File: src/rtl/uera_pkg.sv
// ----------------------------------------------------------------------------
// uera_pkg
// Shared types and constants of the averaged ultrasonic echo ranger.
// ----------------------------------------------------------------------------
`default_nettype none

package uera_pkg;

   // Sensor and averaging geometry
   localparam int WINDOW     = 5;
   localparam int CHANNELS   = 3;

   // Fixed field widths
   localparam int CH_W       = 2;
   localparam int TRIG_W     = 3;
   localparam int ECHO_W     = 3;
   localparam int TIMEOUT_W  = 16;
   localparam int SCALE_W    = 16;
   localparam int TICK_W     = 17;
   localparam int LEN_W      = 16;
   localparam int DIST_W     = 15;
   localparam int STATUS_W   = 2;
   localparam int CSR_IDX_W  = 1;
   localparam int CSR_DATA_W = 16;

   // Trigger timing in ticks
   localparam int LOW_TICKS  = 5;
   localparam int HIGH_TICKS = 10;

   // Register reset values
   localparam logic [TIMEOUT_W-1:0] ECHO_TIMEOUT_RST = TIMEOUT_W'(26000);
   localparam logic [SCALE_W-1:0]   SCALE_Q16_RST    = SCALE_W'(2249);

   // Averaging window
   localparam int POS_W    = $clog2(WINDOW);
   localparam int SUM_W    = $clog2(WINDOW * ((1 << DIST_W) - 1) + 1);
   // Reciprocal of WINDOW, exact for every sum below 2**SUM_W
   localparam int RECIP_SH = SUM_W + $clog2(WINDOW);
   localparam int RECIP    = ((1 << RECIP_SH) + WINDOW - 1) / WINDOW;
   localparam int RECIP_W  = $clog2(RECIP + 1);

   typedef enum logic [2:0] {
      PH_IDLE,
      PH_TRIG_LOW,
      PH_TRIG_HIGH,
      PH_WAIT,
      PH_MEASURE
   } phase_type;

   typedef enum logic [STATUS_W-1:0] {
      ST_OK,
      ST_BAD_CHANNEL,
      ST_NO_ECHO,
      ST_ECHO_LONG
   } status_type;

   typedef enum logic [CSR_IDX_W-1:0] {
      CSR_ECHO_TIMEOUT,
      CSR_SCALE_Q16
   } csr_index_type;

   // Per-request result fields carried down the pipeline
   typedef struct packed {
      logic [TRIG_W-1:0] trig;
      logic              busy;
      logic              done;
      status_type        status;
      logic              ok;
      logic [CH_W-1:0]   ch;
   } res_type;

   // One new distance sample for the averaging window
   typedef struct packed {
      logic              wr_en;
      logic [CH_W-1:0]   ch;
      logic [DIST_W-1:0] distance;
   } sample_type;

endpackage

`default_nettype wire

File: src/rtl/uera_window.sv
// ----------------------------------------------------------------------------
// uera_window
// Per-channel circular sample buffers with running sums.
// ----------------------------------------------------------------------------
`default_nettype none

module uera_window (
   input  wire logic                   clock,
   input  wire logic                   reset,
   input  wire uera_pkg::sample_type   sample,
   output logic [uera_pkg::SUM_W-1:0]  new_sum
);
   import uera_pkg::*;

   logic [DIST_W-1:0] store_ff [CHANNELS][WINDOW];
   logic [POS_W-1:0]  pos_ff   [CHANNELS];
   logic [SUM_W-1:0]  sum_ff   [CHANNELS];

   logic [POS_W-1:0]  pos_cur;
   logic [POS_W-1:0]  pos_in;

   assign pos_cur = pos_ff[sample.ch];
   assign pos_in  = (pos_cur == POS_W'(WINDOW - 1)) ? '0 : pos_cur + POS_W'(1);

   // Drop the oldest sample, add the new one
   assign new_sum = sum_ff[sample.ch] - SUM_W'(store_ff[sample.ch][pos_cur])
                    + SUM_W'(sample.distance);

   always_ff @(posedge clock) begin
      if (reset) begin
         for (int c = 0; c < CHANNELS; c++) begin
            pos_ff[c] <= '0;
            sum_ff[c] <= '0;
            for (int w = 0; w < WINDOW; w++) begin
               store_ff[c][w] <= '0;
            end
         end
      end else if (sample.wr_en) begin
         store_ff[sample.ch][pos_cur] <= sample.distance;
         pos_ff[sample.ch]            <= pos_in;
         sum_ff[sample.ch]            <= new_sum;
      end
   end

endmodule

`default_nettype wire

File: src/rtl/ultrasonic_echo_ranger_averaged.sv
// ----------------------------------------------------------------------------
// ultrasonic_echo_ranger_averaged
// Ranging sequencer for three echo sensors with a five-sample moving average.
// ----------------------------------------------------------------------------
//
// Channel   Direction  Handshake            Payload
// req_      in         req_valid/req_stall  start_req, channel, echo_levels
// rsp_      out        rsp_valid/rsp_stall  trigger_levels, busy_res, done_res,
//                                           status, distance_cm
// csr_      in         csr_valid/csr_ready  index, wdata (always ready)
//
// One request per clock cycle sustained while rsp_stall stays low; each request
// is one sensor tick. A request passes from acceptance to the response through
// the input register, sequencer, scale multiply, window update, and
// divide-by-window multiply into the output register.
// Reset is synchronous; it restores the registers and clears all buffers.
// A stalled response holds the output; earlier stages keep filling until
// they are full, then req_stall rises.
// ----------------------------------------------------------------------------
`default_nettype none

module ultrasonic_echo_ranger_averaged (
   input  wire logic                           clock,
   input  wire logic                           reset,

   input  wire logic                           req_valid,
   output logic                                req_stall,
   input  wire logic                           req_start_req,
   input  wire logic [uera_pkg::CH_W-1:0]      req_channel,
   input  wire logic [uera_pkg::ECHO_W-1:0]    req_echo_levels,

   output logic                                rsp_valid,
   input  wire logic                           rsp_stall,
   output logic [uera_pkg::TRIG_W-1:0]         rsp_trigger_levels,
   output logic                                rsp_busy_res,
   output logic                                rsp_done_res,
   output logic [uera_pkg::STATUS_W-1:0]       rsp_status,
   output logic [uera_pkg::DIST_W-1:0]         rsp_distance_cm,

   input  wire logic                           csr_valid,
   output logic                                csr_ready,
   input  wire logic [uera_pkg::CSR_IDX_W-1:0] csr_index,
   input  wire logic [uera_pkg::CSR_DATA_W-1:0] csr_wdata
);
   import uera_pkg::*;

   // ---------------------------------------------------------------------
   // Configuration registers
   // ---------------------------------------------------------------------
   logic [TIMEOUT_W-1:0] timeout_ff;
   logic [SCALE_W-1:0]   scale_ff;

   assign csr_ready = 1'b1;

   always_ff @(posedge clock) begin
      if (reset) begin
         timeout_ff <= ECHO_TIMEOUT_RST;
         scale_ff   <= SCALE_Q16_RST;
      end else if (csr_valid) begin
         unique case (csr_index_type'(csr_index))
            CSR_ECHO_TIMEOUT: timeout_ff <= csr_wdata[TIMEOUT_W-1:0];
            CSR_SCALE_Q16:    scale_ff   <= csr_wdata[SCALE_W-1:0];
            default: ;
         endcase
      end
   end

   // ---------------------------------------------------------------------
   // Pipeline flow control: a stage moves on when the next one is empty
   // or moving on itself.
   // ---------------------------------------------------------------------
   logic v0_ff, v1_ff, v2_ff, v3_ff, v4_ff;
   logic v0_in, v1_in, v2_in, v3_in, v4_in;
   logic rdy0, rdy1, rdy2, rdy3, rdy4;
   logic take, fire0, fire1, fire2, fire3;

   assign rdy4  = !v4_ff || !rsp_stall;
   assign rdy3  = !v3_ff || rdy4;
   assign rdy2  = !v2_ff || rdy3;
   assign rdy1  = !v1_ff || rdy2;
   assign rdy0  = !v0_ff || rdy1;

   assign take  = req_valid && rdy0;
   assign fire0 = v0_ff && rdy1;
   assign fire1 = v1_ff && rdy2;
   assign fire2 = v2_ff && rdy3;
   assign fire3 = v3_ff && rdy4;

   assign req_stall = !rdy0;
   assign rsp_valid = v4_ff;

   assign v0_in = take  || (v0_ff && !rdy1);
   assign v1_in = fire0 || (v1_ff && !rdy2);
   assign v2_in = fire1 || (v2_ff && !rdy3);
   assign v3_in = fire2 || (v3_ff && !rdy4);
   assign v4_in = fire3 || (v4_ff && rsp_stall);

   always_ff @(posedge clock) begin
      if (reset) begin
         v0_ff <= 1'b0;
         v1_ff <= 1'b0;
         v2_ff <= 1'b0;
         v3_ff <= 1'b0;
         v4_ff <= 1'b0;
      end else begin
         v0_ff <= v0_in;
         v1_ff <= v1_in;
         v2_ff <= v2_in;
         v3_ff <= v3_in;
         v4_ff <= v4_in;
      end
   end

   // ---------------------------------------------------------------------
   // Stage 0: input register
   // ---------------------------------------------------------------------
   logic              s0_start_ff;
   logic [CH_W-1:0]   s0_channel_ff;
   logic [ECHO_W-1:0] s0_echo_ff;

   always_ff @(posedge clock) begin
      if (take) begin
         s0_start_ff   <= req_start_req;
         s0_channel_ff <= req_channel;
         s0_echo_ff    <= req_echo_levels;
      end
   end

   // ---------------------------------------------------------------------
   // Sequencer: trigger low, trigger high, wait for echo, time the echo.
   // Advance only when a request moves from stage 0 to stage 1.
   // ---------------------------------------------------------------------
   phase_type          phase_ff, phase_in;
   logic [CH_W-1:0]    chan_ff, chan_in;
   logic [TICK_W-1:0]  tick_ff, tick_in;
   logic [TICK_W-1:0]  tick_inc;
   logic [TICK_W-1:0]  timeout_ext;
   logic [(1 << CH_W)-1:0] echo_vec;
   logic               echo;
   logic               chan_ok;
   res_type            seq_res;

   assign tick_inc    = tick_ff + TICK_W'(1);
   assign timeout_ext = TICK_W'(timeout_ff);
   // Unused channel codes read as a silent echo
   assign echo_vec    = (1 << CH_W)'(s0_echo_ff);
   assign echo        = echo_vec[chan_ff];
   assign chan_ok     = s0_channel_ff < CH_W'(CHANNELS);

   // Next state
   always_comb begin
      phase_in = phase_ff;
      chan_in  = chan_ff;
      tick_in  = tick_ff;
      if (fire0) begin
         unique case (phase_ff)
            PH_IDLE: begin
               if (s0_start_ff && chan_ok) begin
                  chan_in  = s0_channel_ff;
                  phase_in = PH_TRIG_LOW;
                  tick_in  = TICK_W'(1);
               end
            end
            PH_TRIG_LOW: begin
               if (tick_ff >= TICK_W'(LOW_TICKS)) begin
                  phase_in = PH_TRIG_HIGH;
                  tick_in  = TICK_W'(1);
               end else begin
                  tick_in  = tick_inc;
               end
            end
            PH_TRIG_HIGH: begin
               if (tick_ff >= TICK_W'(HIGH_TICKS)) begin
                  phase_in = PH_WAIT;
                  tick_in  = '0;
               end else begin
                  tick_in  = tick_inc;
               end
            end
            PH_WAIT: begin
               if (echo) begin
                  phase_in = PH_MEASURE;
                  tick_in  = TICK_W'(1);
               end else if (tick_inc > timeout_ext) begin
                  phase_in = PH_IDLE;
                  tick_in  = '0;
               end else begin
                  tick_in  = tick_inc;
               end
            end
            PH_MEASURE: begin
               if (echo && (tick_inc <= timeout_ext)) begin
                  tick_in  = tick_inc;
               end else begin
                  phase_in = PH_IDLE;
                  tick_in  = '0;
               end
            end
            default: begin
               phase_in = PH_IDLE;
               tick_in  = '0;
            end
         endcase
      end
   end

   // Outputs of this tick
   always_comb begin
      seq_res        = '0;
      seq_res.status = ST_OK;
      seq_res.ch     = chan_ff;
      seq_res.busy   = (phase_in != PH_IDLE);
      seq_res.trig   = (phase_in == PH_TRIG_HIGH) ? (TRIG_W'(1) << chan_in) : '0;
      unique case (phase_ff)
         PH_IDLE: begin
            if (s0_start_ff && !chan_ok) begin
               seq_res.done   = 1'b1;
               seq_res.status = ST_BAD_CHANNEL;
            end
         end
         PH_WAIT: begin
            if (!echo && (tick_inc > timeout_ext)) begin
               seq_res.done   = 1'b1;
               seq_res.status = ST_NO_ECHO;
            end
         end
         PH_MEASURE: begin
            if (!echo) begin
               seq_res.done = 1'b1;
               seq_res.ok   = 1'b1;
            end else if (tick_inc > timeout_ext) begin
               seq_res.done   = 1'b1;
               seq_res.status = ST_ECHO_LONG;
            end
         end
         default: ;
      endcase
   end

   always_ff @(posedge clock) begin
      if (reset) begin
         phase_ff <= PH_IDLE;
         chan_ff  <= '0;
         tick_ff  <= '0;
      end else begin
         phase_ff <= phase_in;
         chan_ff  <= chan_in;
         tick_ff  <= tick_in;
      end
   end

   // ---------------------------------------------------------------------
   // Stage 1: sequencer result and half pulse length
   // ---------------------------------------------------------------------
   res_type           s1_res_ff;
   logic [LEN_W-1:0]  s1_len_ff;

   always_ff @(posedge clock) begin
      if (fire0) begin
         s1_res_ff <= seq_res;
         s1_len_ff <= tick_ff[LEN_W:1];
      end
   end

   // ---------------------------------------------------------------------
   // Stage 2: distance = (half length * scale) >> 16
   // ---------------------------------------------------------------------
   logic [LEN_W+SCALE_W-1:0] scale_prod;
   res_type                  s2_res_ff;
   logic [DIST_W-1:0]        s2_dist_ff;

   assign scale_prod = (LEN_W+SCALE_W)'(s1_len_ff) * (LEN_W+SCALE_W)'(scale_ff);

   always_ff @(posedge clock) begin
      if (fire1) begin
         s2_res_ff  <= s1_res_ff;
         s2_dist_ff <= scale_prod[SCALE_W +: DIST_W];
      end
   end

   // ---------------------------------------------------------------------
   // Stage 3: window update; only a good measurement enters the buffer
   // ---------------------------------------------------------------------
   sample_type         sample;
   logic [SUM_W-1:0]   new_sum;
   res_type            s3_res_ff;
   logic [SUM_W-1:0]   s3_sum_ff;

   assign sample.wr_en    = fire2 && s2_res_ff.ok;
   assign sample.ch       = s2_res_ff.ch;
   assign sample.distance = s2_dist_ff;

   uera_window u_window (
      .clock   (clock),
      .reset   (reset),
      .sample  (sample),
      .new_sum (new_sum)
   );

   always_ff @(posedge clock) begin
      if (fire2) begin
         s3_res_ff <= s2_res_ff;
         s3_sum_ff <= new_sum;
      end
   end

   // ---------------------------------------------------------------------
   // Stage 4: output register; average = sum * recip >> shift
   // ---------------------------------------------------------------------
   logic [SUM_W+RECIP_W-1:0] avg_prod;
   logic [DIST_W-1:0]        avg;
   res_type                  s4_res_ff;
   logic [DIST_W-1:0]        s4_dist_ff;

   assign avg_prod = (SUM_W+RECIP_W)'(s3_sum_ff) * (SUM_W+RECIP_W)'(RECIP);
   assign avg      = avg_prod[RECIP_SH +: DIST_W];

   always_ff @(posedge clock) begin
      if (fire3) begin
         s4_res_ff  <= s3_res_ff;
         s4_dist_ff <= s3_res_ff.ok ? avg : '0;
      end
   end

   assign rsp_trigger_levels = s4_res_ff.trig;
   assign rsp_busy_res       = s4_res_ff.busy;
   assign rsp_done_res       = s4_res_ff.done;
   assign rsp_status         = s4_res_ff.status;
   assign rsp_distance_cm    = s4_dist_ff;

endmodule

`default_nettype wire

File: config.mk
export PLATFORM = sky130hd
export DESIGN_NAME = ultrasonic_echo_ranger_averaged
export DESIGN_NICKNAME = d
export VERILOG_FILES = /design/src/rtl/uera_pkg.sv /design/src/rtl/uera_window.sv /design/src/rtl/ultrasonic_echo_ranger_averaged.sv
export SDC_FILE = /design/constraint.sdc
export NUM_CORES = 2
export LEC_CHECK = 0
export ABC_AREA = 1
export BUFFER_PORTS_ARGS = -buffer_cell sky130_fd_sc_hd__buf_2
export CAP_MARGIN = 20
export CORE_MARGIN = 2
export CORE_UTILIZATION = 55
export DETAILED_ROUTE_END_ITERATION = 12
export PLACE_DENSITY = 0.83
export SYNTH_ARGS = -nofsm -noshare
export SYNTH_HDL_FRONTEND = slang
export SYNTH_HIERARCHICAL = 1
export SYNTH_SLANG_ARGS = --single-unit
File: constraint.sdc
create_clock -name clock -period 6.9 [get_ports clock]
set_input_delay 0.345 -clock clock [delete_from_list [all_inputs] [get_ports clock]]
set_output_delay 0.345 -clock clock [all_outputs]
set_load 0.01 [all_outputs]
### Word-level counts from Yosys, hierarchy flattened

Memory sizes are Yosys's and may differ from the RTL's. A register that Yosys moved wholly into a read port is not among the register bits.
Index checks and enable logic that the tools add are counted.

| word-level totals | value |
|---|---|
| register bits after elaboration | 164 |
| latch bits | 0 |
| memory bits (writable) | 288 |
| memory bits (read-only) | 0 |
| bits of input ports | 28 |
| output and inout bits | 25 |
| word-level logic and storage cells | 163 |
| memories kept | 3 |

Memories:

| name | words | bits a word | read ports | clocked after Yosys merged registers in | write ports | RTL line | text |
|---|---|---|---|---|---|---|---|
| u_window.store_ff | 3 | 75 | 1 | 1 | 3 | uera_window.sv:15 | `logic [DIST_W-1:0] store_ff [CHANNELS][WINDOW];` |
| u_window.sum_ff | 3 | 18 | 1 | 1 | 3 | uera_window.sv:17 | `logic [SUM_W-1:0] sum_ff [CHANNELS];` |
| u_window.pos_ff | 3 | 3 | 1 | 1 | 3 | uera_window.sv:16 | `logic [POS_W-1:0] pos_ff [CHANNELS];` |

| cells by class | value |
|---|---|
| add/subtract/negate cells | 4 |
| $mul | 2 |
| div/mod/pow operators | 0 |
| magnitude comparators | 8 |
| eq/ne operators | 7 |
| shifts and indexed selects | 1 |
| multiplexer cells | 51 |
| bitwise gates (word level) | 2 |
| reductions and logical operators | 47 |

Operators with widths:

| operator | count |
|---|---|
| 75-bit 2-to-1 mux | 3 |
| 17-bit 2-to-1 mux | 6 |
| 17-bit one-hot mux with 5 select lines | 1 |
| 75-bit OR reduction | 1 |
| 15-bit binary-select mux with 3-bit select | 1 |
| 15-bit demux with 3-bit select | 1 |
| 15-bit 2-to-1 mux | 3 |
| 18-bit by 19-bit multiplier with 36-bit output, second input constant | 1 |
| 3-bit 2-to-1 mux | 12 |
| 16-bit by 16-bit multiplier with 31-bit output | 1 |
| 2-bit 2-to-1 mux | 10 |
| 18-bit by 15-bit adder with 18-bit output | 1 |
| 18-bit 2-to-1 mux | 1 |
| 18-bit OR reduction | 1 |
| 18-bit by 15-bit subtractor with 18-bit output | 1 |
| 17-bit by 1-bit adder with 17-bit output, second input constant | 1 |
| 17-bit by 3-bit greater-or-equal comparator with 1-bit output, second input constant | 1 |
| 17-bit by 4-bit greater-or-equal comparator with 1-bit output, second input constant | 1 |
| 17-bit by 16-bit greater-than comparator with 1-bit output | 1 |
| 17-bit by 16-bit <= comparator with 1-bit output | 1 |
| 1-bit logical AND | 16 |
| 3-bit one-hot mux with 5 select lines | 1 |
| 1-bit logical NOT | 13 |
| 1-bit logical OR | 10 |
| 19 further kinds | 33 |

### Depth between registers and ports, before layout

| logic depth | value |
|---|---|
| depth after elaboration | 10 |
| gate-level depth with buffers | 28 |
| gate-level depth less buffers | 27 |

### Cells and area by module

The synthesis kept the hierarchy.

By module, submodules not included:

| module | times used | cells each | area an instance (µm²) | sequential area each (µm²) |
|---|---|---|---|---|
| ultrasonic_echo_ranger_averaged | 1 | 2,322 | 20,054.2 | 4,334.2 |
| uera_window | 1 | 1,553 | 17,558.1 | 11,531.1 |

### Worst setup path before layout

OpenSTA, ideal clock, no wires.

| timing | value |
|---|---|
| path kind | register to register |
| start point | reg s1_len_ff[10] |
| end point | reg s2_dist_ff[14], data pin |
| library setup time | 0.260 ns |
| data arrival time | 5.200 ns |
| data required time | 6.640 ns |
| setup slack | 1.440 ns |
| stages on the path, launching flop included | 24 |
| buffers on the path | 2 |
| clock period less this slack | 5.460 ns |
| cells stage by stage | edfxtp_1 > clkbuf_1 > clkbuf_1 > nand2_1 > fa_1 > fa_1 > fa_1 > fa_1 > inv_1 > fa_1 > inv_1 > fa_1 > inv_1 > ha_1 > a21o_1 > inv_1 > o21ai_0 > nand2_1 > nand2_1 > nand2_1 > o2111ai_1 > nand2_1 > nand3_1 > xor2_1 |

| on the way | value |
|---|---|
| cells in the longest elaborated chain, start to end | 1 |

Ends and longest elaborated chain:

| item | RTL line | text |
|---|---|---|
| from (decl) | ultrasonic_echo_ranger_averaged.sv:256 | `logic [LEN_W-1:0] s1_len_ff;` |
| from (signal assigned) | ultrasonic_echo_ranger_averaged.sv:261 | `s1_len_ff <= tick_ff[LEN_W:1];` |
| 16-bit by 16-bit multiplier with 31-bit output | ultrasonic_echo_ranger_averaged.sv:272 | `assign scale_prod = (LEN_W+SCALE_W)'(s1_len_ff) * (LEN_W+SCALE_W)'(scale_ff);` |
| net scale_prod[30] | ultrasonic_echo_ranger_averaged.sv:268 | `logic [LEN_W+SCALE_W-1:0] scale_prod;` |
| to (signal assigned) | ultrasonic_echo_ranger_averaged.sv:277 | `s2_dist_ff <= scale_prod[SCALE_W +: DIST_W];` |
| to (decl) | ultrasonic_echo_ranger_averaged.sv:270 | `logic [DIST_W-1:0] s2_dist_ff;` |

The timed path passes the listed nets, and every way through them passes these cells.
A chain may end at the register's enable or synchronous reset.

### Final worst setup path

| timing | value |
|---|---|
| start point | reg scale_ff[8] |
| end point | reg s2_dist_ff[11], data pin |

| on the way | value |
|---|---|
| cells in the longest elaborated chain, start to end | 1 |

Ends and longest elaborated chain:

| item | RTL line | text |
|---|---|---|
| from (decl) | ultrasonic_echo_ranger_averaged.sv:51 | `logic [SCALE_W-1:0] scale_ff;` |
| from (signal assigned) | ultrasonic_echo_ranger_averaged.sv:62 | `CSR_SCALE_Q16: scale_ff <= csr_wdata[SCALE_W-1:0];` |
| 16-bit by 16-bit multiplier with 31-bit output | ultrasonic_echo_ranger_averaged.sv:272 |  |
| net scale_prod[27] | ultrasonic_echo_ranger_averaged.sv:268 |  |

The timed path passes the listed nets, and every way through them passes these cells.

==> qor.txt <==
Outcome - completed
CP Class - register to register
Vias per cell - 5.63
Antenna Nets Post-Route - 0
Initial antenna violation count - 0
Die ar. - 70500 sq um
WHS Path Cells - 3
Total power - 20300 uW
Period Utilization, post-route - 0.843
Wire length of the first global-routing pass - 142000 microns
CP top delay family - adder cells
Library cells used by synthesis - 55
Placed insts - 4657
1st-iter DRT viols - 3110
Clock Sinks - 548
Period minus WS final - 5.82 ns
Pleak - 0.0190 uW
Endpoint, Worst Hold - scale_ff[2]
Buf/Inv on CP - 3
CP max FO - 17
CTS max path bufs - 3
Pwr Density - 500 nW/um^2
Core Area - 67400 sq um
Most Frequent Cell on Critical Path - fa_1
I/O Buffers - 51
H-Tree Depth - 2
Post-synth top area cell - edfxtp_1
CTS tree - built
Worst r2r dst - s2_dist_ff[11]
HP Start - csr_wdata[2]
Cell count after synthesis - 3875
CTS resizes - 0
Reg2reg start - scale_ff[8]
Register area share after synthesis - 0.422
Root buffer cell - clkbuf_16
Flop-to-flop setup slack - 1.08 ns
Most frequent cells in the layout - 777 x nand2_1, 744 x inv_1, 489 x edfxtp_1, 306 x fa_1, 294 x nor2_1
Syn avg cell area - 9.71 sq um
Warnings from Yosys - 6
Final net count - 4456
FP Rows - 95
Critical path's largest stage delay - 0.77 ns
Ratio of cells with drive above 1 in the final layout - 0.0749
DRT Wirelength - 90200 microns
CP Cell Sequence - nand2_1, fa_1, fa_1, inv_1, fa_1, fa_1, fa_1, inv_1, fa_1, inv_1, ha_1, nand2_1, nor4_1, nand2_1, nand2_1, nand2_1, nor2_1, nor2_1, xor2_1
Synthesized netlist net count - 4466
Grt total ovfl - 0
Hold_ws - 0.0568 ns
Final hold violation count - 0
RSZ-0062 raised after global routing - false
Met2 WL - 43900 microns
Largest net degree at the start of global routing - 76
Mean routed wirelength per cell - 18.8 microns
Inserted Diodes - 0
Via count - 26900
Overall die height - 266 microns
Io pins - 53
Vias in the first global route - 26800
Post-route insts no fill - 4784
HP Class - primary input to register
P&R area growth vs syn - 7.87%
DRC errors left - 0
Hold buffer count at CTS - 21
Top cells by area, synth - edfxtp_1 39%, fa_1 16%, ha_1 8.5%
Measured slew at the worst slew-check pin - 1.22 ns
Max-slew violation count - 0
Post-DP HPWL - 64000 microns
Worst setup SP type - register
Data required, critical path - 7.26 ns
Setup crit end kind - register
FF+latch count, synth - 548
MaxCap Viol Count - 0
Number of flops mapped to enable cells by yosys - 489
CP max stage cell - dfxtp_1
WL met1 - 34400 microns
Worst vdd rail ir drop - 915 uV
Clock latency on the worst-skew pair - 0.66 ns
WL met3 - 8500 microns
Die X - 266 microns
Skew final - 0.0476 ns
Post-synth top area share - 0.390
Setup tns final - 0 ns
Critical path arrival - 6.18 ns
Worst rel slew slack - 0.186
Top sig layer - met4
Commonest non-fill, non-tap cell in the layout - nand2_1
Clock transition at the registers of the reported paths - 0.07 ns
Final Setup Violations - 0
Primary FF master, synth - edfxtp_1
Placer Congestion - 0.917
CTS Buf Count - 54
Worst R2R Path Depth - 19
Setup Buffers After CTS - 0
Initial DRT Pass Iterations - 9
Initial core utilization - 0.558
Ys async rst share - 0
Overall Global Routing Usage - 0.258
Achievable Freq - 172 MHz
Cell Area, Synth - 37600 sq um
## stage by stage
stage                     instance area (sq um)   util  worst slack [ns]
final                                     40600  0.602              1.08
after global placement                    38500  0.571              1.24
after floorplan                           37600      -              1.44
after CTS                                 40500  0.601              1.15
after detailed placement                  38500  0.571              1.18
after global routing                      40600  0.602             0.789
## final cells by class
| cell class | count | area (sq um) |
|---|---|---|
| fillers | 5174 | 26800 |
| multi-input cells | 2406 | 18200 |
| flip-flops and latches | 548 | 15900 |
| inverters | 754 | 2830 |
| clock buffers | 69 | 1420 |
| well taps | 873 | 1090 |
| repair buffers | 101 | 756 |
| clock inverters | 33 | 405 |
## per-layer routing
metal | global-route usage | vias to the layer above
met4 | 0.0912 | 0
li1 | - | 12400
met5 | 0 | -
met2 | 0.435 | 1365
met3 | 0.0510 | 246
met1 | 0.335 | 12900
## worst min-delay path, stage by stage
cell and delay [ns]:
buf_2 0.13, o21ai_0 0.09, nor2_1 0.08
## logic make-up after synthesis
family / Yosys count / synth area share
adders and majority gates: 563 / 0.248
AOI/OAI and AO/OA: 370 / 0.0600
buffers and inverters: 921 / 0.0948
and+or+nand+nor: 1427 / 0.164
xor gates and xnor gates: 45 / 0.0105
other: 1 / 0.0000997
DFF: 548 / 0.422
## worst max path at each step
| stage | start | to | cells after the start |
|---|---|---|---|
| final | scale_ff[8] | s2_dist_ff[11] | 19 |
| after global routing | s1_len_ff[10] | s2_dist_ff[14] | 21 |
| after CTS | s1_len_ff[10] | s2_dist_ff[14] | 21 |
| after detailed placement | scale_ff[5] | s2_dist_ff[14] | 23 |
| after global placement | s1_len_ff[10] | s2_dist_ff[14] | 21 |
| after floorplan | s1_len_ff[10] | s2_dist_ff[14] | 23 |
## cells in the mapped netlist (7+ instances only)
library cell	count
inv_1	745
ha_1	257
edfxtp_1	489
a21o_1	10
fa_1	306
buf_2	10
o211ai_1	9
inv_2	7
buf_6	11
a221oi_1	21
nor2_2	84
xor2_1	30
a21oi_1	150
o21ai_0	80
clkbuf_1	135
nor4_1	7
nand3_1	140
nand2_4	12
dfxtp_1	59
a22oi_1	57
nor2_1	297
nand4_1	67
xnor2_1	15
buf_1	8
a22o_1	15
nand2_1	777
nand3b_1	7
nor3_1	12
## registers in the layout, summed over array words and instances (netlist names), 3 cells and up
| signal | count |
|---|---|
| phase_ff | 3 |
| rsp_distance_cm | 15 |
| rsp_trigger_levels | 3 |
| s0_echo_ff | 3 |
| s1_len_ff | 16 |
| s1_res_ff | 10 |
| s2_dist_ff | 15 |
| s2_res_ff | 10 |
| s3_res_ff | 8 |
| s3_sum_ff | 18 |
| scale_ff | 16 |
| tick_ff | 17 |
| timeout_ff | 16 |
| u_window/pos_ff | 12 |
| u_window/store_ff | 300 |
| u_window/sum_ff | 72 |
## power by group
| group | total [uW] | internal [uW] | switching [uW] |
|---|---|---|---|
| sequential | 4250 | 4120 | 136 |
| combinational | 13000 | 4680 | 8340 |
| clock | 3010 | 1700 | 1310 |
| total | 20300 | 10500 | 9790 |
No activity file was read; power rests on OpenSTA's default activity.
